## src/rtl/core/tkts_pkg.sv

```systemverilog
package tkts_pkg;

  localparam logic [7:0] ESC_BYTE   = 8'h1b;
  localparam logic [7:0] CSI_INTRO  = 8'h5b;
  localparam logic [7:0] SS3_INTRO  = 8'h4f;
  localparam logic [7:0] ASCII_MAX  = 8'h7f;
  localparam logic [7:0] PARAM_LO   = 8'h30;
  localparam logic [7:0] PARAM_HI   = 8'h3f;
  localparam logic [7:0] INTER_LO   = 8'h20;
  localparam logic [7:0] INTER_HI   = 8'h2f;
  localparam logic [7:0] FINAL_LO   = 8'h40;
  localparam logic [7:0] FINAL_HI   = 8'h7e;
  localparam logic [2:0] LEAD2_MARK = 3'b110;
  localparam logic [3:0] LEAD3_MARK = 4'b1110;
  localparam logic [4:0] LEAD4_MARK = 5'b11110;

  localparam int QUEUE_DEPTH = 3;
  localparam int OUT_DEPTH   = 4;
  localparam int HELD_DEPTH  = 3;

  typedef struct packed {
    logic load;
    logic step;
    logic drain;
  } tkts_cmd_t;

  typedef struct packed {
    logic step_last;
    logic has_out;
    logic drain_last;
  } tkts_status_t;

endpackage

```

## src/rtl/core/terminal_key_token_splitter.sv

```systemverilog
// channel  signals                        direction  accepted when
// input    in_byte, burst_end             in         in_valid && in_ready
// output   token_byte, token_end, last    out        out_valid && out_ready
//
// one item at a time: the byte is taken, then each parsed byte is stepped in turn
// (the item's byte, plus each held utf-8 byte replayed after a cut-off lead),
// then the results are sent while out_ready is high; items with no result skip it
// rst is synchronous and clears the parser to idle with no token open
// a stall on out_ready holds the current result and keeps in_ready low
module terminal_key_token_splitter import tkts_pkg::*; (
  input  logic       clk,
  input  logic       rst,
  input  logic       in_valid,
  output logic       in_ready,
  input  logic [7:0] in_byte,
  input  logic       burst_end,
  output logic       out_valid,
  input  logic       out_ready,
  output logic [7:0] token_byte,
  output logic       token_end,
  output logic       last
);

  tkts_cmd_t    cmd;
  tkts_status_t status;

  tkts_ctrl u_ctrl (
    .clk       (clk),
    .rst       (rst),
    .in_valid  (in_valid),
    .in_ready  (in_ready),
    .out_valid (out_valid),
    .out_ready (out_ready),
    .status    (status),
    .cmd       (cmd)
  );

  tkts_datapath u_datapath (
    .clk        (clk),
    .rst        (rst),
    .cmd        (cmd),
    .in_byte    (in_byte),
    .burst_end  (burst_end),
    .status     (status),
    .token_byte (token_byte),
    .token_end  (token_end),
    .last       (last)
  );

endmodule

```

## src/rtl/core/tkts_ctrl.sv

```systemverilog
module tkts_ctrl import tkts_pkg::*; (
  input  logic         clk,
  input  logic         rst,
  input  logic         in_valid,
  output logic         in_ready,
  output logic         out_valid,
  input  logic         out_ready,
  input  tkts_status_t status,
  output tkts_cmd_t    cmd
);

  typedef enum logic [1:0] {
    ST_IDLE,
    ST_FEED,
    ST_DRAIN
  } state_t;

  state_t state;

  assign cmd.load  = in_valid && in_ready;
  assign cmd.step  = (state == ST_FEED);
  assign cmd.drain = out_valid && out_ready;

  always_ff @(posedge clk) begin
    if (rst) begin
      state     <= ST_IDLE;
      in_ready  <= 1'b1;
      out_valid <= 1'b0;
    end else begin
      case (state)
        ST_IDLE: begin
          if (in_valid && in_ready) begin
            state    <= ST_FEED;
            in_ready <= 1'b0;
          end
        end
        ST_FEED: begin
          if (status.step_last) begin
            if (status.has_out) begin
              state     <= ST_DRAIN;
              out_valid <= 1'b1;
            end else begin
              state    <= ST_IDLE;
              in_ready <= 1'b1;
            end
          end
        end
        ST_DRAIN: begin
          if (out_valid && out_ready && status.drain_last) begin
            state     <= ST_IDLE;
            out_valid <= 1'b0;
            in_ready  <= 1'b1;
          end
        end
        default: begin
          state     <= ST_IDLE;
          in_ready  <= 1'b1;
          out_valid <= 1'b0;
        end
      endcase
    end
  end

endmodule

```

## src/rtl/core/tkts_datapath.sv

```systemverilog
module tkts_datapath import tkts_pkg::*; (
  input  logic         clk,
  input  logic         rst,
  input  tkts_cmd_t    cmd,
  input  logic [7:0]   in_byte,
  input  logic         burst_end,
  output tkts_status_t status,
  output logic [7:0]   token_byte,
  output logic         token_end,
  output logic         last
);

  typedef enum logic [2:0] {
    M_IDLE,
    M_ESC,
    M_SS3,
    M_CSI,
    M_UTF8
  } mode_t;

  // parse state
  mode_t       mode, mode_next;
  logic        csi_phase, csi_phase_next;
  logic [7:0]  held [HELD_DEPTH];
  logic [7:0]  held_next [HELD_DEPTH];
  logic [1:0]  held_count, held_count_next;
  logic [1:0]  utf8_needed, utf8_needed_next;
  logic [7:0]  pending_byte, pending_byte_next;

  // byte queue for one item
  logic [7:0]  q [QUEUE_DEPTH];
  logic [1:0]  qn;
  logic [1:0]  qi;
  logic        burst;

  // result buffer
  logic [7:0]  obuf_b [OUT_DEPTH];
  logic        obuf_e [OUT_DEPTH];
  logic [2:0]  out_n, out_n_next;
  logic [1:0]  rd;

  // step logic
  logic [7:0]  b;
  logic        e;
  logic        st_emit;
  logic        st_e;
  mode_t       st_mode;
  logic [1:0]  st_need;
  logic        par, inter, fin;
  logic [1:0]  hc;
  logic [7:0]  em_b [OUT_DEPTH];
  logic        em_e [OUT_DEPTH];
  logic [2:0]  ec;
  logic [7:0]  rq [QUEUE_DEPTH];
  logic [1:0]  rn;
  logic [3:0]  sum;

  assign b = q[qi];
  assign e = burst && (qi == qn - 2'd1);

  // token start for the current byte
  always_comb begin
    st_need = 2'd0;
    if (b[7:5] == LEAD2_MARK) st_need = 2'd1;
    else if (b[7:4] == LEAD3_MARK) st_need = 2'd2;
    else if (b[7:3] == LEAD4_MARK) st_need = 2'd3;
    st_emit = 1'b1;
    st_e    = 1'b1;
    st_mode = M_IDLE;
    if (b == ESC_BYTE) begin
      st_e = e;
      if (!e) st_mode = M_ESC;
    end else if (b > ASCII_MAX && st_need != 2'd0 && !e) begin
      st_emit = 1'b0;
      st_mode = M_UTF8;
    end
  end

  assign par   = (b >= PARAM_LO) && (b <= PARAM_HI) && !csi_phase;
  assign inter = (b >= INTER_LO) && (b <= INTER_HI);
  assign fin   = (b >= FINAL_LO) && (b <= FINAL_HI);
  assign hc    = (held_count == 2'd0) ? 2'd1 : held_count;

  always_comb begin
    mode_next         = mode;
    csi_phase_next    = csi_phase;
    held_count_next   = held_count;
    utf8_needed_next  = utf8_needed;
    pending_byte_next = pending_byte;
    for (int i = 0; i < HELD_DEPTH; i++) held_next[i] = held[i];
    for (int i = 0; i < OUT_DEPTH; i++) begin
      em_b[i] = b;
      em_e[i] = 1'b0;
    end
    for (int i = 0; i < QUEUE_DEPTH; i++) rq[i] = b;
    ec = 3'd0;
    rn = 2'd0;

    case (mode)
      M_ESC: begin
        mode_next = M_IDLE;
        if (b == CSI_INTRO) begin
          if (e) begin
            em_e[0] = 1'b1;
            ec      = 3'd1;
          end else begin
            pending_byte_next = b;
            csi_phase_next    = 1'b0;
            mode_next         = M_CSI;
          end
        end else if (b == SS3_INTRO && !e) begin
          ec        = 3'd1;
          mode_next = M_SS3;
        end else begin
          em_e[0] = 1'b1;
          ec      = 3'd1;
        end
      end
      M_SS3: begin
        em_e[0]   = 1'b1;
        ec        = 3'd1;
        mode_next = M_IDLE;
      end
      M_CSI: begin
        em_b[0] = pending_byte;
        if (par || inter || fin) begin
          if (fin || e) begin
            em_e[1]        = 1'b1;
            ec             = 3'd2;
            csi_phase_next = 1'b0;
            mode_next      = M_IDLE;
          end else begin
            ec                = 3'd1;
            pending_byte_next = b;
            if (inter) csi_phase_next = 1'b1;
          end
        end else begin
          em_e[0]        = 1'b1;
          csi_phase_next = 1'b0;
          mode_next      = st_mode;
          em_e[1]        = st_e;
          ec             = st_emit ? 3'd2 : 3'd1;
          if (st_mode == M_UTF8) begin
            held_next[0]     = b;
            held_count_next  = 2'd1;
            utf8_needed_next = st_need;
          end
        end
      end
      M_UTF8: begin
        if (utf8_needed <= 2'd1) begin
          for (int i = 0; i < HELD_DEPTH; i++) begin
            if (2'(i) < hc) em_b[i] = held[i];
          end
          em_b[hc]         = b;
          em_e[hc]         = 1'b1;
          ec               = {1'b0, hc} + 3'd1;
          utf8_needed_next = 2'd0;
          held_count_next  = 2'd0;
          mode_next        = M_IDLE;
        end else if (e) begin
          em_b[0] = held[0];
          em_e[0] = 1'b1;
          ec      = 3'd1;
          for (int i = 1; i < HELD_DEPTH; i++) begin
            if (2'(i) < hc) rq[i - 1] = held[i];
          end
          rq[hc - 2'd1]    = b;
          rn               = hc;
          utf8_needed_next = 2'd0;
          held_count_next  = 2'd0;
          mode_next        = M_IDLE;
        end else begin
          if (hc < 2'd3) begin
            held_next[hc]   = b;
            held_count_next = hc + 2'd1;
          end else begin
            held_count_next = hc;
          end
          utf8_needed_next = utf8_needed - 2'd1;
        end
      end
      default: begin
        mode_next = st_mode;
        em_e[0]   = st_e;
        ec        = st_emit ? 3'd1 : 3'd0;
        if (st_mode == M_UTF8) begin
          held_next[0]     = b;
          held_count_next  = 2'd1;
          utf8_needed_next = st_need;
        end
      end
    endcase

    sum = {1'b0, out_n} + {1'b0, ec};
    out_n_next = (sum > 4'(OUT_DEPTH)) ? 3'(OUT_DEPTH) : sum[2:0];
  end

  assign status.step_last  = (rn == 2'd0) && (qi == qn - 2'd1);
  assign status.has_out    = (out_n_next != 3'd0);
  assign status.drain_last = ({1'b0, rd} == out_n - 3'd1);

  assign token_byte = obuf_b[rd];
  assign token_end  = obuf_e[rd];
  assign last       = status.drain_last;

  always_ff @(posedge clk) begin
    if (rst) begin
      mode         <= M_IDLE;
      csi_phase    <= 1'b0;
      held_count   <= 2'd0;
      utf8_needed  <= 2'd0;
      pending_byte <= 8'd0;
      out_n        <= 3'd0;
      rd           <= 2'd0;
      qn           <= 2'd1;
      qi           <= 2'd0;
    end else if (cmd.load) begin
      q[0]  <= in_byte;
      burst <= burst_end;
      qn    <= 2'd1;
      qi    <= 2'd0;
      out_n <= 3'd0;
      rd    <= 2'd0;
    end else if (cmd.step) begin
      mode         <= mode_next;
      csi_phase    <= csi_phase_next;
      held_count   <= held_count_next;
      utf8_needed  <= utf8_needed_next;
      pending_byte <= pending_byte_next;
      for (int i = 0; i < HELD_DEPTH; i++) held[i] <= held_next[i];
      for (int j = 0; j < OUT_DEPTH; j++) begin
        for (int k = 0; k < OUT_DEPTH; k++) begin
          if ((3'(k) < ec) && ({1'b0, out_n} + 4'(k) == 4'(j))) begin
            obuf_b[j] <= em_b[k];
            obuf_e[j] <= em_e[k];
          end
        end
      end
      out_n <= out_n_next;
      if (rn != 2'd0) begin
        for (int i = 0; i < QUEUE_DEPTH; i++) q[i] <= rq[i];
        qn <= rn;
        qi <= 2'd0;
      end else begin
        qi <= qi + 2'd1;
      end
    end else if (cmd.drain) begin
      rd <= rd + 2'd1;
    end
  end

endmodule
```

## config.mk

```make
export PLATFORM = sky130hd
export DESIGN_NAME = terminal_key_token_splitter
export DESIGN_NICKNAME = d
export VERILOG_FILES = /design/src/rtl/core/tkts_pkg.sv /design/src/rtl/core/terminal_key_token_splitter.sv /design/src/rtl/core/tkts_ctrl.sv /design/src/rtl/core/tkts_datapath.sv
export SDC_FILE = /design/constraint.sdc
export NUM_CORES = 1
export LEC_CHECK = 0
export BUFFER_PORTS_ARGS = -buffer_cell sky130_fd_sc_hd__buf_4
export CAP_MARGIN = 20
export CORE_ASPECT_RATIO = 0.9
export CORE_UTILIZATION = 46
export DETAILED_ROUTE_END_ITERATION = 6
export PLACE_DENSITY = 0.62
export SETUP_SLACK_MARGIN = 0.2
export SLEW_MARGIN = 20
export SYNTH_ARGS = -nofsm -noshare
export SYNTH_HDL_FRONTEND = slang
export SYNTH_SLANG_ARGS = --single-unit
export TNS_END_PERCENT = 5
```

## constraint.sdc

```tcl
create_clock -name clk -period 4.4 [get_ports clk]
set_clock_uncertainty 0.2 [all_clocks]
set_input_delay 0.88 -clock clk [delete_from_list [all_inputs] [get_ports clk]]
set_output_delay 0.88 -clock clk [all_outputs]
set_load 0.02 [all_outputs]
```

==> results.toml, run 1 <==
[logic_synthesis]
synth_area_mm2 = 0.00679
synth_area_leaders = "edfxtp_1 (38%), dfxtp_1 (9.7%), nand2_1 (5.3%)"
synthesis.instances = 701
synth_cell_type_count = 70
synth_flop_cell = "edfxtp_1"
synth.most_common_cell = "nand2_1"
synthMuxAreaShare = 0.0743
synth_area_leader_cell = "edfxtp_1"
ys_top_cells_by_count = "nand2_1 (96), edfxtp_1 (85), nor2_1 (79), a21oi_1 (64), dfxtp_1 (33)"
synthArstFlopShare = 0
synth-edff-count = 85
seq_area_frac_synth = 0.473
syn_avg_cell_area_um2 = 9.68
synth-simple-area-share = 0.180
synth-xor-area-share = 0.0116
synth_top_area_frac = 0.376
synth_seq_cells = 118
synthesis.nets = 726
synth_fa_ha_area_frac = 0.0247
ys_warn_count = 0
synth_compound_area_frac = 0.199
synth_top_family_by_area = "compound AO/OA/AOI/OAI gates"

[layout]
final_nets = 760
final_cell_count_no_fill = 941
diodes = 0
fill_cells = 1245
drive_gt1_frac = 0.155
syn2layout_area_growth_pct = 16.2

[setup_path]
cpLargestDelayFamily = "compound AO/OA/AOI/OAI gates"
max_stage_delay_ps = 540
critical_path.max_fanout = 8
crit_buf_inv = 1
cp-endpoint = "u_datapath.out_n[1]"
rr_worst_depth = 14
timing_worst_setup_path_type = "reg2reg"
required_ps = 4570
end_kind = "flop"
crit-reg2reg-capture = "u_datapath.out_n[1]"
cpMaxStageDelayCell = "fa_1"
path_cells = "buf_4 > mux2i_1 > o21a_1 > and4_1 > a41oi_1 > o21ai_2 > nor2_1 > ha_1 > fa_1 > nor2_1 > o21ai_0 > a2111oi_4 > a22oi_1 > nor2_1"
cpMostUsedCell = "nor2_1"
critPathArrivalTime_ps = 4190
critPathLaunchType = "flop"
worst-path-stages = 14
rrSetupSlack_ps = 380

[detailed_routing]
ant_nets = 0
drcViolationCount = 0
vias = 5829
wirelength_um = 20200
vias_per_cell = 6.19
dr.first_iter.drc_count = 745
drtPass1Iterations = 6
post_drt_wl_per_cell_um = 21.4

[global_routing]
grt_pass1_vias = 5444
antenna_found_initial = 0
grt_first_pass_wirelength_um = 31500
grt_max_degree = 33
overflow = 0
track_usage = 0.283

[timing]
slew_headroom = 0.317
rsz0062_at_grt = "no"
max_freq_mhz = 249
fin_crit_sh = 0.915
worstMarginPinSlew_ps = 1020
setup_violations = 0
finalHoldViolCount = 0
tns_ps = 0
drv_slew = 0
finalCriticalPeriod_ps = 4020

[place]
dp_hpwl_um = 14700
portBuffers = 24
dpl.cell_count = 907
gp_congestion = 0.923

[clock_tree]
cts.sinks = 118
cts.clk_slew.worst_paths_ps = 60
clock_latency_ps = 430
clockBufferDepth = 2
htreeDepth = 4
cts-root-buf = "clkbuf_16"
cts_tree = "built"
cts_made_buffers = 17

[power]
ir_drop_v = 0.000436
power_density_mw_per_mm2 = 381
p_leak_nw = 2.76

[min_path]
hold_class = "reg2reg"
worstHoldStart = "u_datapath.pending_byte[7]"

[floorplanning]
chipHeight_um = 117
die-area_mm2 = 0.0152
num_rows = 41
io_pins = 25
initial_utilization = 0.478
fp.dieW_um = 130
core-area_mm2 = 0.0142

[outcome]
outcome = "finished, final reports clean"

[job]
cap_viol_max_count = 0
-- repair_timing --
action,in CTS,in global routing
hold endpoints to repair,0,0
setup buffers,0,1
pin swaps,0,1
gates resized for setup,2,5
endpoints found under the setup margin,3,12
hold buffers,0,0
cloned,0,0
-- metrics by stage --
stage	util	instance area, um2	hold WS, ps	worst slack [ps]	power (W)
detailed placement	0.509	7240	271	43.4	0.00158
global placement	0.509	7240	266	272	0.00158
finish	0.555	7890	274	376	0.00301
global route	0.555	7890	292	149	0.00310
floorplan	-	6790	258	651	0.00147
CTS	0.552	7840	278	299	0.00301
-- area by class of cell --
type                    instances  area [um2]  area share
multi-input cells             524        3360       0.426
flip-flops and latches        118        3210       0.408
clock buffers                  22         444      0.0563
repair buffers                 52         390      0.0495
well taps                     193         241      0.0306
clock inverters                10         154      0.0195
inverters                      22        85.1      0.0108
-- layout by cell type (no fill, tap or decap), drive strengths merged, types with 5 or more instances in the layout --
cell,n
nand2b,5
o21ai,35
nand3,19
o21a,9
edfxtp,85
nand2,96
xnor2,5
ha,11
a21oi,68
and2,7
and3,6
inv,22
clkbuf,22
o22ai,10
nor3,14
mux2i,29
o221ai,14
o211ai,20
mux4,9
nand3b,8
nor4,6
o31ai,7
buf,52
a22oi,11
a211oi,5
nor2,80
dfxtp,33
-- cells by family (layout without fill, tap and decap cells) --
group | count (synthesis) | count (layout)
muxes | 39 | 39
DFF | 118 | 118
buffers and inverters | 59 | 106
xor gates and xnor gates | 9 | 9
adders and majority gates | 13 | 13
AOI/OAI and AO/OA | 200 | 200
and+or+nand+nor | 263 | 263
-- where the power goes --
group	leakage [nW]	switching, W	internal, W
Sequential	1.04	0.0000154	0.00122
Combinational	1.44	0.000214	0.000123
Clock	0.286	0.000495	0.000940
-- layer usage --
layer / GRT usage / up-vias / part of all wire
met5: 0 / - / 0
met4: 0.122 / 0 / 0.028
met3: 0.0741 / 59 / 0.087
met2: 0.421 / 327 / 0.43
met1: 0.389 / 2752 / 0.45
li1: - / 2691 / -
-- worst min-delay path by stage --
stage,end,depth (start not counted),slack (ps)
finish,u_datapath.pending_byte[7],1,270
CTS,u_datapath.pending_byte[7],1,280
floorplan,u_datapath.pending_byte[7],1,260
global route,u_datapath.pending_byte[7],1,290
global placement,u_datapath.pending_byte[7],1,270
detailed placement,u_datapath.pending_byte[7],1,270
(Power assumes the default switching activity.)
==> run 2, diff against run 1 <==
--- a/config.mk
+++ b/config.mk
@@ -9,8 +9,9 @@
 export CAP_MARGIN = 20
 export CORE_ASPECT_RATIO = 0.9
 export CORE_UTILIZATION = 46
+export CTS_BUF_LIST = sky130_fd_sc_hd__clkbuf_8
 export DETAILED_ROUTE_END_ITERATION = 6
-export PLACE_DENSITY = 0.62
+export PLACE_DENSITY = 0.65
 export SETUP_SLACK_MARGIN = 0.2
 export SLEW_MARGIN = 20
 export SYNTH_ARGS = -nofsm -noshare
==> constraint.sdc (replaced) <==
create_clock -name clk -period 3.3 [get_ports clk]
set_clock_uncertainty 0.2 [all_clocks]
set_input_delay 0.66 -clock clk [delete_from_list [all_inputs] [get_ports clk]]
set_output_delay 0.66 -clock clk [all_outputs]
set_load 0.02 [all_outputs]
==> run 2 against run 1 <==
  * The run now ends with DRC, setup timing left
  * Worst setup slack got worse by 570 ps
  * Power increased by 22%
  * Cell count grew 6.7%
  * Critical path type unchanged
  * Largest cell class unchanged
==> results.toml, run 2 (synthesis gave the netlist of run 1 again) <==
[global_routing]
overflow = 0
grt_first_pass_wirelength_um = 30800
track_usage = 0.274
grt_max_degree = 33
grt_pass1_vias = 5506
antenna_found_initial = 0

[timing]
rsz0062_at_grt = "yes"
finalHoldViolCount = 0
setup_violations = 4
tns_ps = -498
fin_crit_sh = 1.06
max_freq_mhz = 287
worstMarginPinSlew_ps = 762
setup_ws_ps = -189
slew_headroom = 0.488
finalCriticalPeriod_ps = 3490
drv_slew = 0

[setup_path]
critPathLaunchType = "flop"
rr_worst_depth = 15
required_ps = 3420
critPathArrivalTime_ps = 3610
timing_worst_setup_path_type = "reg2reg"
end_kind = "flop"
critical_path.max_fanout = 7
crit-reg2reg-capture = "u_datapath.out_n[2]"
rrSetupSlack_ps = -190

[place]
gp_congestion = 0.934
dp_hpwl_um = 15000
dpl_cell_area_mm2 = 0.00776
portBuffers = 24

[clock_tree]
cts_tree = "built"
hold_buffers = 0
cts_made_buffers = 17
cts-root-buf = "clkbuf_8"
cts.clk_slew.worst_paths_ps = 70
clock_latency_ps = 440
cts.sinks = 118
htreeDepth = 4
clockBufferDepth = 2

[detailed_routing]
post_drt_wl_per_cell_um = 19.9
dr.first_iter.drc_count = 661
wirelength_um = 20000
vias = 6019
drtPass1Iterations = 7
drcViolationCount = 1
ant_nets = 0
vias_per_cell = 6.00

[power]
seq_power_share = 0.446
p_leak_nw = 3.14
p_comb_frac = 0.145
switching_power_w = 0.000910
ir_drop_v = 0.000261
p_int_w = 0.00277
clkPwrFrac = 0.409
power_density_mw_per_mm2 = 435
swShare = 0.247

[floorplanning]
io_pins = 25
fp.dieW_um = 130
core-area_mm2 = 0.0142
num_rows = 41
chipHeight_um = 117
die-area_mm2 = 0.0152
initial_utilization = 0.478

[layout]
diodes = 0
final_nets = 823
drive_gt1_frac = 0.263
layout_common_cells = "buf_4 (103), nand2_1 (96), edfxtp_1 (85)"
final_cell_area_mm2 = 0.00847
syn2layout_area_growth_pct = 24.7
final_common_cell = "buf_4"

[min_path]
worstHoldStart = "burst_end"
min_to = "u_datapath.burst"
hold_depth = 1
hold_class = "in2reg"

[outcome]
outcome = "finished with violations"
violations = "DRC, setup timing"

[job]
cap_viol_max_count = 0
run 2: cell count changes in the layout (fill, tap and decap cells not counted), sizes merged:
cell | previous run | this run
buf | 52 | 115
clkbuf | 22 | 19
bufinv | 4 | 5
inv | 22 | 25
clkinvlp | 2 | 1
run 2: power by group through the flow:
stage                     logic (W)  registers, W  clock network (W)
after floorplan            0.000303       0.00167                  0
after global placement     0.000469       0.00167                  0
after detailed placement   0.000480       0.00167                  0
after CTS                  0.000498       0.00164            0.00152
after global routing       0.000578       0.00164            0.00159
final                      0.000535       0.00164            0.00151
run 2: per-layer routing:
| metal | share of wire | GRT usage | vias up |
|---|---|---|---|
| li1 | - | - | 2816 |
| met1 | 0.44 | 0.383 | 2832 |
| met2 | 0.46 | 0.431 | 320 |
| met3 | 0.084 | 0.0523 | 51 |
| met4 | 0.021 | 0.0837 | 0 |
| met5 | 0 | 0 | - |
run 2: worst max-delay path by stage:
| stage | from | endpoint | slack [ps] |
|---|---|---|---|
| 6_report | flop | u_datapath.out_n[2] | -190 |
| 3_5_place_dp | flop | u_datapath.out_n[0] | -230 |
| 2_1_floorplan | flop | u_datapath.out_n[0] | -30 |
| 3_3_place_gp | flop | u_datapath.out_n[1] | -40 |
| 4_1_cts | flop | u_datapath.out_n[1] | -210 |
| 5_1_grt | flop | u_datapath.out_n[2] | -280 |
run 2: worst max-delay path: stages (launching register included):
cell       delay (ps)
dfxtp_2           330
buf_12            130
mux2i_1           110
o21a_2            230
buf_4             150
nor4_4            250
a41oi_2           210
o21ai_4           100
nor2_1             70
ha_2              180
fa_1              470
nor2_2            170
nor3b_2            90
a2111oi_4         430
buf_4             190
a221oi_2           50
run 2: repair_timing:
item / in CTS / in global routing
pin swaps: 21 / 19
buffers inserted: 5 / 2
endpoints found under the setup margin: 50 / 81
resized for setup: 20 / 28
run 2: per-stage QoR:
step | total power (W) | hold WS, ps | worst slack, ps | instances | utilization
after floorplan | 0.00197 | 258 | -25.8 | 701 | -
after global placement | 0.00214 | 265 | -38.6 | 965 | 0.546
after detailed placement | 0.00215 | 272 | -226 | 965 | 0.546
after CTS | 0.00366 | 179 | -212 | 1002 | 0.586
after global routing | 0.00381 | 167 | -285 | 1004 | 0.596
final | 0.00368 | 195 | -189 | 1004 | 0.596
run 2: area by class of cell:
type	instances	area, um2
clock buffers	19	262
repair buffers	115	935
multi-input cells	524	3540
well taps	193	241
inverters	22	85.1
fillers	1217	5740
clock inverters	13	188
flip-flops and latches	118	3220
==> run 3, diff against run 2 <==
--- a/config.mk
+++ b/config.mk
@@ -8,6 +8,7 @@
 export BUFFER_PORTS_ARGS = -buffer_cell sky130_fd_sc_hd__buf_4
 export CAP_MARGIN = 20
 export CORE_ASPECT_RATIO = 0.9
+export CORE_MARGIN = 2
 export CORE_UTILIZATION = 46
 export CTS_BUF_LIST = sky130_fd_sc_hd__clkbuf_8
 export DETAILED_ROUTE_END_ITERATION = 6
==> run 3 against run 2 <==
  * The flow finishes with violations (setup timing)
  * Final area increased by 2.5%
  * Sequential power about the same
  * Global-route usage decreased by 0.94 points
  * Clock power about the same
  * Power increased by 0.55%
  * Combinational power increased by 3.7%
  * Highest routed layer unchanged
==> results.toml, run 3 (synthesis gave the netlist of run 1 again) <==
[global_routing]
track_usage = 0.265
overflow = 0
antenna_found_initial = 0
grt_max_degree = 33
grt_pass1_vias = 5810
grt_first_pass_wirelength_um = 32100

[timing]
setup_ws_ps = -151
rsz0062_at_grt = "yes"
tns_ps = -498
setup_violations = 4
hold_ws_ps = 193
drv_slew = 0
max_freq_mhz = 290
slew_headroom = 0.559
finalCriticalPeriod_ps = 3450
fin_crit_sh = 1.05
finalHoldViolCount = 0
worstMarginPinSlew_ps = 662

[floorplanning]
core-area_mm2 = 0.0146
io_pins = 25
fp.dieW_um = 132
die-area_mm2 = 0.0157
num_rows = 42
chipHeight_um = 119
initial_utilization = 0.466

[setup_path]
max_stage_delay_ps = 460
required_ps = 3490
critPathLaunchType = "flop"
rrSetupSlack_ps = -150
timing_worst_setup_path_type = "reg2reg"
critPathArrivalTime_ps = 3640
path_cells = "buf_12 > mux2i_1 > o21a_2 > buf_4 > nor4_4 > a41oi_2 > o21ai_4 > nor2_2 > ha_2 > fa_1 > nor2_2 > o21ai_2 > a2111oi_2 > buf_4 > a22oi_1 > nor2_1"
cp-endpoint = "u_datapath.out_n[1]"
crit-reg2reg-capture = "u_datapath.out_n[1]"
critical_path.max_fanout = 7
rr_worst_depth = 16
end_kind = "flop"
cpMaxStageDelayCell = "fa_1"

[detailed_routing]
vias_per_cell = 5.92
post_drt_wl_per_cell_um = 19.9
vias = 6008
drcViolationCount = 0
wirelength_um = 20200
drtPass1Iterations = 6
dr.first_iter.drc_count = 595
ant_nets = 0

[layout]
syn2layout_area_growth_pct = 27.8
regArea_mm2 = 0.00322
multi_input_area_mm2 = 0.00370
final_nets = 829
final_common_cell = "buf_4"
fill_cells = 1240
diodes = 0
drive_gt1_frac = 0.296
final_cell_area_mm2 = 0.00868
layout_common_cells = "buf_4 (110), nand2_1 (87), edfxtp_1 (85)"

[power]
p_total_w = 0.00370
p_leak_nw = 3.18
power_density_mw_per_mm2 = 427
ir_drop_v = 0.000324

[outcome]
violations = "setup timing"
outcome = "finished with violations"

[clock_tree]
htreeDepth = 4
cts_made_buffers = 17
cts-root-buf = "clkbuf_8"
clock_latency_ps = 450
clockBufferDepth = 2
cts.sinks = 118
cts.clk_slew.worst_paths_ps = 80
cts_tree = "built"
hold_buffers = 0

[place]
dp_hpwl_um = 15000
portBuffers = 24
gp_congestion = 0.926
dpl_cell_area_mm2 = 0.00774

[min_path]
hold_class = "in2reg"

[job]
cap_viol_max_count = 0
==> run 3: how the worst min path moves through the flow <==
stage / start / to / slack (ps) / depth (start not counted)
finish: burst_end / u_datapath.burst / 190 / 1
global route: burst_end / u_datapath.burst / 180 / 1
CTS: burst_end / u_datapath.burst / 180 / 1
detailed placement: u_datapath.pending_byte[7] / u_datapath.pending_byte[7] / 270 / 1
global placement: u_datapath.pending_byte[7] / u_datapath.pending_byte[7] / 270 / 1
floorplan: u_datapath.pending_byte[7] / u_datapath.pending_byte[7] / 260 / 1
==> run 3: power breakdown <==
part           total, W  internal, W  switching [W]
Combinational  0.000555     0.000236       0.000319
Clock           0.00151     0.000890       0.000616
Sequential      0.00164      0.00162      0.0000170
Total           0.00370      0.00275       0.000952
==> run 3: what timing repair did <==
item,in CTS,in global routing
pin swaps,41,43
buffers inserted,3,10
gates resized for setup,43,46
setup endpoints to repair,55,86
==> run 3: through the flow <==
stage | util | setup WS, ps | std cells
finish | 0.596 | -151 | 1015
global route | 0.596 | -326 | 1015
CTS | 0.577 | -120 | 1005
detailed placement | 0.532 | -260 | 970
global placement | 0.532 | -39.5 | 970
floorplan | - | -25.8 | 701
==> run 3: worst max-delay path: cells and delay by family, from the launching register on <==
kind / cells / cell delay, ps
AOI/OAI and AO/OA: 6 / 1060
adders and majority gates: 2 / 640
and+or+nand+nor: 4 / 610
buffers and inverters: 3 / 460
DFF: 1 / 330
muxes: 1 / 110
==> run 3: routing by layer <==
metal	global-route usage	up-vias	share of wire
li1	-	2826	-
met1	0.363	2887	0.44
met2	0.433	252	0.48
met3	0.0456	43	0.064
met4	0.0788	0	0.020
met5	0	-	0
==> run 3: final cells by class <==
cell class	count	area share
inverter	22	0.00981
timing repair buffer	121	0.113
multi-input combinational	524	0.427
clock buffer	17	0.0270
clock inverter	15	0.0241
sequential	118	0.371
tap	198	0.0286
